File: src/design/pva_pkg.sv
package pva_pkg;

   // Voice table size and derived widths
   localparam int VOICES   = 16;
   localparam int IDXW     = (VOICES > 1) ? $clog2(VOICES) : 1;
   localparam int MAX_RES  = 16;
   localparam int CNTW     = $clog2(MAX_RES + 1);
   localparam int AGEW     = 32;
   localparam int EXPRW    = 24;

   localparam logic [IDXW-1:0]  LAST_IDX     = IDXW'(VOICES - 1);
   localparam logic [EXPRW-1:0] DEFAULT_EXPR = 24'h00FF00;

   // Input commands
   typedef enum logic [1:0] {
      CMD_NOTE_ON  = 2'd0,
      CMD_NOTE_OFF = 2'd1,
      CMD_EXPR     = 2'd2,
      CMD_RETIRE   = 2'd3
   } cmd_type;

   // Result actions
   typedef enum logic [2:0] {
      ACT_NONE      = 3'd0,
      ACT_STARTED   = 3'd1,
      ACT_STOLEN    = 3'd2,
      ACT_RELEASING = 3'd3,
      ACT_EXPR_UPD  = 3'd4,
      ACT_RETIRED   = 3'd5
   } action_type;

   // One voice table entry; expr packs glide[23:16] press[15:8] slide[7:0]
   typedef struct packed {
      logic             active;
      logic             releasing;
      logic [6:0]       note;
      logic [3:0]       source;
      logic [AGEW-1:0]  age;
      logic [EXPRW-1:0] expr;
   } entry_type;

   // One result transaction
   typedef struct packed {
      action_type       action;
      logic [3:0]       voice;
      logic [6:0]       note;
      logic [3:0]       source;
      logic [7:0]       velocity;
      logic [EXPRW-1:0] expr;
      logic             last;
   } res_type;

   // Low four bits of a slot number
   function automatic logic [3:0] slot_voice(logic [IDXW-1:0] idx);
      logic [IDXW+3:0] wide;
      wide = {4'b0000, idx};
      return wide[3:0];
   endfunction

endpackage

File: src/design/poly_voice_allocator_top.sv
// Channel   Direction  Handshake            Payload
// req_      in         req_valid/req_ready  command, note, source, velocity, expression, slot
// rsp_      out        rsp_valid/rsp_ready  action, voice, voice contents, last
//
// Note-on, note-off and expression scan the voice memory one slot per cycle unless a stalled
// rsp_ready holds the scan; the single read port sets this rate. A new request is accepted only in idle.
// Retire reads one slot; a negative note-on or note-off skips the scan.
// Reset clears the slot valid bits and the age counter and loads the default expression.
// A stalled rsp_ready holds the scan whenever a second result would have to be queued.
module poly_voice_allocator_top
   import pva_pkg::*;
(
   input  logic              clock,
   input  logic              reset,
   input  logic              req_valid,
   output logic              req_ready,
   input  logic [1:0]        req_command,
   input  logic signed [7:0] req_note,
   input  logic [3:0]        req_source,
   input  logic [7:0]        req_velocity,
   input  logic signed [7:0] req_glide_value,
   input  logic [7:0]        req_press_value,
   input  logic [7:0]        req_slide_value,
   input  logic [3:0]        req_retire_voice,
   output logic              rsp_valid,
   input  logic              rsp_ready,
   output logic [2:0]        rsp_action,
   output logic [3:0]        rsp_voice,
   output logic [6:0]        rsp_out_note,
   output logic [3:0]        rsp_out_source,
   output logic [7:0]        rsp_out_velocity,
   output logic signed [7:0] rsp_out_glide,
   output logic [7:0]        rsp_out_press,
   output logic [7:0]        rsp_out_slide,
   output logic              rsp_last
);

   typedef enum logic [1:0] {
      ST_IDLE,
      ST_SCAN,
      ST_ALLOC,
      ST_FINISH
   } state_type;

   typedef enum logic [1:0] {
      MODE_ON,
      MODE_OFF,
      MODE_EXPR,
      MODE_RET
   } mode_type;

   state_type        state_ff;
   mode_type         mode_ff;

   // Latched request
   logic [6:0]       note_ff;
   logic             neg_ff;
   logic [3:0]       src_ff;
   logic [7:0]       vel_ff;
   logic [EXPRW-1:0] expr_ff;

   // Block state outside the table
   logic [AGEW-1:0]  age_ctr_ff;
   logic [EXPRW-1:0] default_ff;
   logic [VOICES-1:0] vld_ff;

   // Scan pipeline: issue stage and check stage
   logic             iss_active_ff;
   logic [IDXW-1:0]  iss_idx_ff;
   logic [IDXW-1:0]  iss_last_ff;
   logic             chk_valid_ff;
   logic [IDXW-1:0]  chk_idx_ff;
   entry_type        rd_data_ff;

   // Note-on search results
   logic             held_ff;
   logic             free_found_ff;
   logic [IDXW-1:0]  free_idx_ff;
   logic [IDXW-1:0]  min_idx_ff;
   logic [AGEW-1:0]  min_age_ff;

   // Held-back result (decides last) and output register
   logic             pend_valid_ff;
   res_type          pend_ff;
   logic             rsp_valid_ff;
   res_type          rsp_ff;
   logic [CNTW-1:0]  emit_cnt_ff;

   entry_type        voice_mem [VOICES];

   // Request decode
   logic             req_acc;
   logic             req_neg;
   logic [IDXW+3:0]  ret_wide;
   logic             ret_in_range;
   logic [IDXW-1:0]  ret_idx;
   cmd_type          req_cmd;
   mode_type         req_mode;
   logic             req_skip;

   assign req_acc      = req_valid && req_ready;
   assign req_neg      = req_note[7];
   assign req_cmd      = cmd_type'(req_command);
   assign ret_wide     = {{IDXW{1'b0}}, req_retire_voice};
   assign ret_in_range = ret_wide < (IDXW + 4)'(VOICES);
   assign ret_idx      = ret_wide[IDXW-1:0];

   // Scan mode per command; a negative note-on is handled as a note-off
   always_comb begin
      unique case (req_cmd)
         CMD_NOTE_ON:  req_mode = req_neg ? MODE_OFF : MODE_ON;
         CMD_NOTE_OFF: req_mode = MODE_OFF;
         CMD_EXPR:     req_mode = MODE_EXPR;
         CMD_RETIRE:   req_mode = MODE_RET;
         default:      req_mode = MODE_ON;
      endcase
   end

   // Events that match no voice go straight to the finish step
   assign req_skip = (req_neg && ((req_cmd == CMD_NOTE_ON) || (req_cmd == CMD_NOTE_OFF))) ||
                     ((req_cmd == CMD_RETIRE) && !ret_in_range);

   // Check stage: match, stall and result
   entry_type        e;
   logic             addr_match;
   logic             hit;
   logic             emit_now;
   logic             out_free;
   logic             step_ok;
   logic             adv;
   logic             rd_en;
   logic             scan_done;
   logic             rsp_load;
   res_type          scan_res;
   res_type          alloc_res;
   res_type          final_res;
   logic [IDXW-1:0]  alloc_idx;

   assign e          = rd_data_ff;
   assign out_free   = !rsp_valid_ff || rsp_ready;
   assign addr_match = (e.note == note_ff) && ((src_ff == 4'd0) || (e.source == src_ff));

   always_comb begin
      unique case (mode_ff)
         MODE_ON:   hit = 1'b0;
         MODE_OFF:  hit = e.active && addr_match && !e.releasing;
         MODE_EXPR: hit = e.active && (neg_ff || addr_match);
         MODE_RET:  hit = e.active;
         default:   hit = 1'b0;
      endcase
   end

   assign emit_now  = chk_valid_ff && hit && (emit_cnt_ff < CNTW'(MAX_RES));
   assign step_ok   = !emit_now || !pend_valid_ff || out_free;
   assign adv       = (state_ff == ST_SCAN) && (!chk_valid_ff || step_ok);
   assign rd_en     = adv && iss_active_ff;
   assign scan_done = (state_ff == ST_SCAN) && !iss_active_ff && !chk_valid_ff;
   assign alloc_idx = free_found_ff ? free_idx_ff : min_idx_ff;

   // Output register loads from the scan or from the finish step
   assign rsp_load  = ((state_ff == ST_SCAN) && emit_now && pend_valid_ff && step_ok) ||
                      ((state_ff == ST_FINISH) && out_free);

   // Result built from the entry under check
   always_comb begin
      scan_res          = '0;
      scan_res.voice    = slot_voice(chk_idx_ff);
      scan_res.note     = e.note;
      scan_res.source   = e.source;
      scan_res.expr     = (mode_ff == MODE_EXPR) ? expr_ff : e.expr;
      unique case (mode_ff)
         MODE_OFF:  scan_res.action = ACT_RELEASING;
         MODE_EXPR: scan_res.action = ACT_EXPR_UPD;
         MODE_RET:  scan_res.action = ACT_RETIRED;
         default:   scan_res.action = ACT_NONE;
      endcase
   end

   always_comb begin
      alloc_res          = '0;
      alloc_res.action   = free_found_ff ? ACT_STARTED : ACT_STOLEN;
      alloc_res.voice    = slot_voice(alloc_idx);
      alloc_res.note     = note_ff;
      alloc_res.source   = src_ff;
      alloc_res.velocity = vel_ff;
      alloc_res.expr     = default_ff;
   end

   always_comb begin
      final_res      = pend_valid_ff ? pend_ff : '0;
      final_res.last = 1'b1;
   end

   // Memory write: read-modify-write during scan, fresh entry on allocation
   logic             mem_we;
   logic [IDXW-1:0]  mem_waddr;
   entry_type        mem_wdata;

   always_comb begin
      mem_we    = 1'b0;
      mem_waddr = chk_idx_ff;
      mem_wdata = rd_data_ff;
      if ((state_ff == ST_SCAN) && chk_valid_ff && step_ok && hit) begin
         unique case (mode_ff)
            MODE_OFF: begin
               mem_we              = 1'b1;
               mem_wdata.releasing = 1'b1;
            end
            MODE_EXPR: begin
               mem_we         = 1'b1;
               mem_wdata.expr = expr_ff;
            end
            default: mem_we = 1'b0;
         endcase
      end
      if ((state_ff == ST_ALLOC) && !held_ff) begin
         mem_we              = 1'b1;
         mem_waddr           = alloc_idx;
         mem_wdata.active    = 1'b1;
         mem_wdata.releasing = 1'b0;
         mem_wdata.note      = note_ff;
         mem_wdata.source    = src_ff;
         mem_wdata.age       = age_ctr_ff;
         mem_wdata.expr      = default_ff;
      end
   end

   // Voice memory, one read and one write port; invalid slots read as zero
   always_ff @(posedge clock) begin
      if (mem_we) begin
         voice_mem[mem_waddr] <= mem_wdata;
      end
      if (rd_en) begin
         rd_data_ff <= vld_ff[iss_idx_ff] ? voice_mem[iss_idx_ff] : '0;
      end
   end

   // Control, scan pipeline and output register
   always_ff @(posedge clock) begin
      if (reset) begin
         state_ff      <= ST_IDLE;
         mode_ff       <= MODE_ON;
         age_ctr_ff    <= '0;
         default_ff    <= DEFAULT_EXPR;
         vld_ff        <= '0;
         iss_active_ff <= 1'b0;
         chk_valid_ff  <= 1'b0;
         pend_valid_ff <= 1'b0;
         rsp_valid_ff  <= 1'b0;
         emit_cnt_ff   <= '0;
         held_ff       <= 1'b0;
         free_found_ff <= 1'b0;
      end else begin
         // Output register: load, else drain on handshake
         if (rsp_load) begin
            rsp_valid_ff <= 1'b1;
         end else if (rsp_ready) begin
            rsp_valid_ff <= 1'b0;
         end

         unique case (state_ff)
            ST_IDLE: begin
               if (req_acc) begin
                  note_ff       <= req_note[6:0];
                  neg_ff        <= req_neg;
                  src_ff        <= req_source;
                  vel_ff        <= req_velocity;
                  expr_ff       <= {req_glide_value, req_press_value, req_slide_value};
                  emit_cnt_ff   <= '0;
                  held_ff       <= 1'b0;
                  free_found_ff <= 1'b0;
                  mode_ff       <= req_mode;
                  iss_idx_ff    <= (req_cmd == CMD_RETIRE) ? ret_idx : '0;
                  iss_last_ff   <= (req_cmd == CMD_RETIRE) ? ret_idx : LAST_IDX;
                  iss_active_ff <= !req_skip;
                  state_ff      <= req_skip ? ST_FINISH : ST_SCAN;
                  // an all-voice expression also sets the defaults
                  if ((req_cmd == CMD_EXPR) && req_neg) begin
                     default_ff <= {req_glide_value, req_press_value, req_slide_value};
                  end
               end
            end

            ST_SCAN: begin
               if (adv) begin
                  // issue the next read, or drain the check stage
                  chk_valid_ff <= iss_active_ff;
                  if (iss_active_ff) begin
                     chk_idx_ff <= iss_idx_ff;
                     if (iss_idx_ff == iss_last_ff) begin
                        iss_active_ff <= 1'b0;
                     end else begin
                        iss_idx_ff <= iss_idx_ff + 1'b1;
                     end
                  end
               end

               if (chk_valid_ff && step_ok) begin
                  // note-on search: held note, first free slot, oldest slot
                  if (mode_ff == MODE_ON) begin
                     if (e.active && (e.note == note_ff) && (e.source == src_ff) &&
                         !e.releasing) begin
                        held_ff <= 1'b1;
                     end
                     if (!e.active && !free_found_ff) begin
                        free_found_ff <= 1'b1;
                        free_idx_ff   <= chk_idx_ff;
                     end
                     if ((chk_idx_ff == '0) || (e.age < min_age_ff)) begin
                        min_age_ff <= e.age;
                        min_idx_ff <= chk_idx_ff;
                     end
                  end
                  if (hit && (mode_ff == MODE_RET)) begin
                     vld_ff[chk_idx_ff] <= 1'b0;
                  end
                  // hold one result back so the final one can carry last
                  if (emit_now) begin
                     emit_cnt_ff   <= emit_cnt_ff + 1'b1;
                     pend_ff       <= scan_res;
                     pend_valid_ff <= 1'b1;
                     if (pend_valid_ff) begin
                        rsp_ff <= pend_ff;
                     end
                  end
               end

               if (scan_done) begin
                  state_ff <= (mode_ff == MODE_ON) ? ST_ALLOC : ST_FINISH;
               end
            end

            ST_ALLOC: begin
               if (!held_ff) begin
                  vld_ff[alloc_idx] <= 1'b1;
                  age_ctr_ff        <= age_ctr_ff + 1'b1;
                  pend_ff           <= alloc_res;
                  pend_valid_ff     <= 1'b1;
               end
               state_ff <= ST_FINISH;
            end

            ST_FINISH: begin
               if (out_free) begin
                  rsp_ff        <= final_res;
                  pend_valid_ff <= 1'b0;
                  state_ff      <= ST_IDLE;
               end
            end

            default: state_ff <= ST_IDLE;
         endcase
      end
   end

   assign req_ready        = (state_ff == ST_IDLE);
   assign rsp_valid        = rsp_valid_ff;
   assign rsp_action       = rsp_ff.action;
   assign rsp_voice        = rsp_ff.voice;
   assign rsp_out_note     = rsp_ff.note;
   assign rsp_out_source   = rsp_ff.source;
   assign rsp_out_velocity = rsp_ff.velocity;
   assign rsp_out_glide    = rsp_ff.expr[23:16];
   assign rsp_out_press    = rsp_ff.expr[15:8];
   assign rsp_out_slide    = rsp_ff.expr[7:0];
   assign rsp_last         = rsp_ff.last;

   // No result is held back between transactions
   assert property (@(posedge clock) disable iff (reset)
      (state_ff == ST_IDLE) |-> !pend_valid_ff)
      else $error("held-back result left over in idle");

   // The check stage only runs during a scan
   assert property (@(posedge clock) disable iff (reset)
      chk_valid_ff |-> (state_ff == ST_SCAN))
      else $error("check stage valid outside scan");

   // The result count never passes its cap
   assert property (@(posedge clock) disable iff (reset)
      emit_cnt_ff <= CNTW'(MAX_RES))
      else $error("result count overflow");

   // The age counter only moves when a voice is allocated
   assert property (@(posedge clock) disable iff (reset)
      (state_ff != ST_ALLOC) |=> $stable(age_ctr_ff))
      else $error("age counter moved outside allocation");

   // A result leaves the output register with last only from the finish step
   assert property (@(posedge clock) disable iff (reset)
      (rsp_valid_ff && rsp_ff.last && !$past(rsp_valid_ff && rsp_ff.last))
         |-> ($past(state_ff) == ST_FINISH))
      else $error("last result issued outside finish");

endmodule
File: config.mk
export PLATFORM = sky130hd
export DESIGN_NAME = poly_voice_allocator_top
export DESIGN_NICKNAME = d
export VERILOG_FILES = /design/src/design/pva_pkg.sv /design/src/design/poly_voice_allocator_top.sv
export SDC_FILE = /design/constraint.sdc
export NUM_CORES = 2
export LEC_CHECK = 0
export BUFFER_PORTS_ARGS = -buffer_cell sky130_fd_sc_hd__buf_2
export CORE_MARGIN = 8
export CORE_UTILIZATION = 62
export DETAILED_ROUTE_END_ITERATION = 10
export PLACE_DENSITY = 0.79
export SLEW_MARGIN = 20
export SYNTH_ARGS = -nofsm -noshare
export SYNTH_HDL_FRONTEND = slang
export SYNTH_SLANG_ARGS = --single-unit
File: constraint.sdc
create_clock -name clock -period 8.9 [get_ports clock]
set_input_delay 0.445 -clock clock [delete_from_list [all_inputs] [get_ports clock]]
set_output_delay 0.445 -clock clock [all_outputs]
set_load 0.01 [all_outputs]
==> metrics.txt <==
# TYPE chip_impl_metric gauge
chip_impl_info{name="status",value="finished clean"} 1
chip_impl_metric{name="ys_warns",unit=""} 0
chip_impl_metric{name="final_nets",unit=""} 3283
chip_impl_metric{name="hpwlAfterDp",unit="mm"} 68.6
chip_impl_metric{name="clock-skew-final",unit="ns"} 0.0286
chip_impl_metric{name="avgRoutedWirePerCell",unit="µm"} 29.8
chip_impl_metric{name="drtAntennaViolNets",unit=""} 0
chip_impl_metric{name="synth-xor-area-share",unit="%"} 0.643
chip_impl_metric{name="first_global_vias",unit=""} 31200
chip_impl_metric{name="wirelength",unit="mm"} 134
chip_impl_metric{name="dieHeight",unit="µm"} 320
chip_impl_metric{name="fp.dieArea",unit="mm²"} 0.102
chip_impl_metric{name="avgViaCountPerCell",unit=""} 6.72
chip_impl_info{name="tritoncts",value="done"} 1
chip_impl_metric{name="grtUsageTotal",unit="%"} 25.9
chip_impl_info{name="clock-root-buffer",value="sky130_fd_sc_hd__clkbuf_16"} 1
chip_impl_info{name="synth_top_family_by_area",value="multiplexers"} 1
chip_impl_metric{name="worst-path-max-fanout",unit=""} 87
chip_impl_metric{name="largest_net_degree_at_the_start_of_global_routing",unit=""} 157
chip_impl_metric{name="clock_sinks",unit=""} 1457
chip_impl_metric{name="p_per_area",unit="mW/mm²"} 256
chip_impl_info{name="yosysTopAreaCell",value="sky130_fd_sc_hd__edfxtp_1"} 1
chip_impl_metric{name="synth_top_cell_area_share",unit="%"} 71.9
chip_impl_metric{name="cp.required",unit="ns"} 9.23
chip_impl_metric{name="core_area",unit="mm²"} 0.0915
chip_impl_metric{name="fill_cells",unit=""} 5136
chip_impl_info{name="layout.cells.most_common_list",value="sky130_fd_sc_hd__edfxtp_1 (1370), sky130_fd_sc_hd__mux4_2 (349), sky130_fd_sc_hd__nand2_1 (275)"} 1
chip_impl_metric{name="clk_path_buf_depth",unit=""} 3
chip_impl_info{name="hp-start",value="req_command[1]"} 1
chip_impl_metric{name="asyncSetResetFlopFracSynth",unit="%"} 0
chip_impl_metric{name="synthAdderAreaFrac",unit="%"} 0.940
chip_impl_metric{name="worst_ep_arrival_time",unit="ns"} 5.32
chip_impl_info{name="routed.top_layer",value="met4"} 1
chip_impl_metric{name="antenna_found_initial",unit=""} 1
chip_impl_metric{name="total_congestion_overflow_after_global_routing",unit=""} 0
chip_impl_metric{name="power_leakage",unit="nW"} 20.8
chip_impl_metric{name="hold-path-cell-count",unit=""} 3
chip_impl_metric{name="slew_violations",unit=""} 0
chip_impl_metric{name="flow.area_growth_from_synthesis",unit="%"} 12.5
chip_impl_metric{name="slew_headroom",unit="%"} 21.4
chip_impl_info{name="final_common_cell",value="sky130_fd_sc_hd__edfxtp_1"} 1
chip_impl_metric{name="timing.final.crit_share",unit="%"} 56.1
chip_impl_metric{name="yosys.area_share.simple",unit="%"} 5.24
chip_impl_metric{name="drt_pass1_iterations",unit=""} 8
chip_impl_metric{name="synthDistinctLibCells",unit=""} 62
chip_impl_metric{name="starting_density",unit="%"} 62.5
chip_impl_metric{name="synth_cells",unit=""} 2979
chip_impl_info{name="worstHoldPathType",value="input pin to register"} 1
chip_impl_metric{name="globalplace.congestion",unit=""} 0.841
chip_impl_metric{name="worstMarginPinSlew",unit="ns"} 1.18
chip_impl_metric{name="num_vias",unit=""} 30100
chip_impl_metric{name="layout-drive-gt1-share",unit="%"} 23.9
chip_impl_metric{name="ys_ff_latch",unit=""} 1457
chip_impl_metric{name="post-place-cells",unit=""} 4180
chip_impl_metric{name="vdd_ir_drop_max",unit="mV"} 0.141
chip_impl_metric{name="complex_gate_fraction_of_the_synthesized_area",unit="%"} 2.32
chip_impl_metric{name="h-tree-depth",unit=""} 4
chip_impl_metric{name="clock.fmax",unit="GHz"} 0.200
chip_impl_info{name="setup.worst_path.end_class",value="register"} 1
chip_impl_metric{name="synth_seq_area_share",unit="%"} 74.9
chip_impl_metric{name="post_layout_nonfiller_instances",unit=""} 4484
chip_impl_metric{name="met3WireLength",unit="mm"} 12.5
chip_impl_info{name="worstSetupStartpointType",value="register"} 1
chip_impl_metric{name="worst_setup_hold_path_clk_slew",unit="ns"} 0.06
chip_impl_metric{name="clock_insertion_delay_worst_skew",unit="ns"} 0.74
chip_impl_info{name="reg2reg_from",value="state_ff[0]$_SDFFE_PP0P_"} 1
chip_impl_metric{name="synth_cell_area",unit="mm²"} 0.0572
chip_impl_metric{name="timing.reg2reg.worst_path_depth",unit=""} 9
chip_impl_metric{name="final_hold_viol_count",unit=""} 0
chip_impl_metric{name="synth.area.mux_share",unit="%"} 14.6
chip_impl_metric{name="setup-tns-final",unit="ns"} 0
chip_impl_metric{name="mappedNetlistNets",unit=""} 3076
chip_impl_metric{name="finalCoreUtilization",unit="%"} 70.3
chip_impl_metric{name="synth-edff-count",unit=""} 1370
chip_impl_metric{name="synth_area_per_cell",unit="µm²"} 19.2
chip_impl_metric{name="period_needed",unit="ns"} 4.99
chip_impl_metric{name="placement_rows",unit=""} 111
chip_impl_metric{name="routed-wl-met2",unit="mm"} 67.3
chip_impl_info{name="grt_setup_unrepaired",value="false"} 1
chip_impl_metric{name="io_buffers",unit=""} 106
chip_impl_metric{name="setup_violations",unit=""} 0
chip_impl_info{name="worstSetupStartpoint",value="state_ff[0]$_SDFFE_PP0P_"} 1
chip_impl_metric{name="route.detailed.drc",unit=""} 0
chip_impl_metric{name="tritoncts_buffer_count",unit=""} 141
chip_impl_metric{name="io_pins",unit=""} 107
chip_impl_info{name="critPathKind",value="register to register"} 1
chip_impl_info{name="postSynth.topFlopCell",value="sky130_fd_sc_hd__edfxtp_1"} 1
chip_impl_metric{name="max-cap-violations",unit=""} 0
chip_impl_metric{name="chipWidth",unit="µm"} 320
chip_impl_info{name="synth.area.top_cells",value="sky130_fd_sc_hd__edfxtp_1 (72%), sky130_fd_sc_hd__mux4_2 (14%), sky130_fd_sc_hd__dfxtp_1 (3.0%)"} 1
chip_impl_metric{name="grt_first_pass_wirelength",unit="mm"} 198
chip_impl_metric{name="m1WireLength",unit="mm"} 49.3
chip_impl_metric{name="first_iter_violations",unit=""} 3887
## per-layer routing
layer  global-route usage [%]  vias up
met5                        0        -
met2                     43.1     1940
met3                     4.90      356
li1                         -    12300
met4                     9.79        0
met1                     34.3    15500
## area by class of cell
type,instances,area (µm²),area share [%]
clock buffers,193,3930,6.11
multi-input cells,1327,13800,21.5
inverters,49,184,0.286
clock inverters,61,549,0.853
flip-flops and latches,1457,42900,66.6
diodes,1,2.50,0.00389
repair buffers,210,1500,2.33
well taps,1186,1480,2.31
## synthesized netlist by cell type, types with 2 or more instances
| library cell | n |
|---|---|
| sky130_fd_sc_hd__edfxtp_1 | 1370 |
| sky130_fd_sc_hd__nand2_1 | 275 |
| sky130_fd_sc_hd__or3_1 | 12 |
| sky130_fd_sc_hd__o21ai_1 | 3 |
| sky130_fd_sc_hd__buf_1 | 9 |
| sky130_fd_sc_hd__nor2b_1 | 74 |
| sky130_fd_sc_hd__o311ai_0 | 5 |
| sky130_fd_sc_hd__o211ai_1 | 12 |
| sky130_fd_sc_hd__o21a_1 | 6 |
| sky130_fd_sc_hd__a31oi_1 | 9 |
| sky130_fd_sc_hd__clkbuf_1 | 103 |
| sky130_fd_sc_hd__nand4_1 | 17 |
| sky130_fd_sc_hd__mux2i_1 | 32 |
| sky130_fd_sc_hd__nor3_1 | 11 |
| sky130_fd_sc_hd__nor2_1 | 90 |
| sky130_fd_sc_hd__and2_1 | 61 |
| sky130_fd_sc_hd__a21oi_1 | 85 |
| sky130_fd_sc_hd__and4_1 | 3 |
| sky130_fd_sc_hd__dfxtp_1 | 87 |
| sky130_fd_sc_hd__inv_1 | 49 |
| sky130_fd_sc_hd__o41ai_1 | 3 |
| sky130_fd_sc_hd__or2_2 | 5 |
| sky130_fd_sc_hd__nand3_1 | 37 |
| sky130_fd_sc_hd__buf_4 | 2 |
| sky130_fd_sc_hd__o21ai_0 | 58 |
| sky130_fd_sc_hd__mux4_2 | 349 |
| sky130_fd_sc_hd__a211oi_1 | 4 |
| sky130_fd_sc_hd__o2111ai_1 | 2 |
| sky130_fd_sc_hd__nor4_1 | 5 |
| sky130_fd_sc_hd__and2b_1 | 8 |
| sky130_fd_sc_hd__mux2_2 | 13 |
| sky130_fd_sc_hd__buf_2 | 31 |
| sky130_fd_sc_hd__a21o_1 | 10 |
| sky130_fd_sc_hd__a21oi_2 | 2 |
| sky130_fd_sc_hd__o22ai_1 | 4 |
| sky130_fd_sc_hd__ha_1 | 43 |
| sky130_fd_sc_hd__and3_1 | 6 |
| sky130_fd_sc_hd__or4_1 | 3 |
| sky130_fd_sc_hd__nand2b_1 | 12 |
| sky130_fd_sc_hd__xnor2_1 | 20 |
| sky130_fd_sc_hd__nand3b_1 | 3 |
| sky130_fd_sc_hd__xor2_1 | 22 |
| sky130_fd_sc_hd__o31ai_1 | 4 |
| sky130_fd_sc_hd__a2111o_1 | 2 |
## through the flow
stage	hold WS, ns	setup slack (ns)	cell area (µm²)	power, mW
floorplan	0.424	2.73	57200	10.0
finish	0.0506	3.91	64400	16.5
global route	0.0444	3.77	64400	16.9
CTS	0.00129	3.84	64200	16.5
global placement	0.457	4.04	59300	10.6
detailed placement	0.467	3.86	59300	10.7
## cells by family (layout without fill, tap and decap cells)
family / count (synthesis) / in the layout
muxes: 394 / 394
and+or+nand+nor: 627 / 627
other: 0 / 1
AOI/OAI and AO/OA: 221 / 221
xor gates and xnor gates: 42 / 42
buffers and inverters: 195 / 513
adders and majority gates: 43 / 43
DFF: 1457 / 1457
## state kept, by name, indices dropped and copies added, names as in the netlist, 5 cells and up
register          cells
voice_mem          1104
e                    69
pend_ff              50
age_ctr_ff           32
min_age_ff           32
default_ff           24
expr_ff              24
vld_ff               16
rsp_out_glide         8
rsp_out_press         8
rsp_out_slide         8
rsp_out_velocity      8
vel_ff                8
note_ff               7
rsp_out_note          7
emit_cnt_ff           5
## power breakdown
part / switching (mW) / internal, mW / leakage [nW]
Sequential: 0.0949 / 8.10 / 13.1
Combinational: 1.49 / 0.978 / 5.54
Clock: 2.48 / 3.33 / 2.19
Total: 4.06 / 12.4 / 20.8
## timing repair
item,in CTS,in global routing
gates resized for setup,0,0
endpoints found under the setup margin,0,0
setup buffers,0,0
hold buffers,48,0
hold endpoints to repair,70,0
## worst max-delay path, stage by stage, from the launching register on
cell and delay [ns]:
sky130_fd_sc_hd__dfxtp_1 0.35, sky130_fd_sc_hd__inv_1 0.11, sky130_fd_sc_hd__ha_2 0.17, sky130_fd_sc_hd__buf_4 0.72, sky130_fd_sc_hd__nand2b_4 0.62, sky130_fd_sc_hd__nor2_1 0.39, sky130_fd_sc_hd__a21o_1 0.17, sky130_fd_sc_hd__a31oi_1 0.35
sky130_fd_sc_hd__nor2_4 0.65, sky130_fd_sc_hd__buf_4 0.98
## path summary, 6_finish.rpt
| path | to | slack, ns |
|---|---|---|
| setup reg to reg | voice_mem[6][29]$_DFFE_PP_ | 3.91 |
| hold reg to reg | default_ff[5]$_SDFFE_PP0P_ | 0.48 |
| setup / recovery | voice_mem[6][29]$_DFFE_PP_ | 3.91 |
| hold / removal | mode_ff[1]$_SDFFE_PP0P_ | 0.05 |
Power figures use the tool's default switching activity.
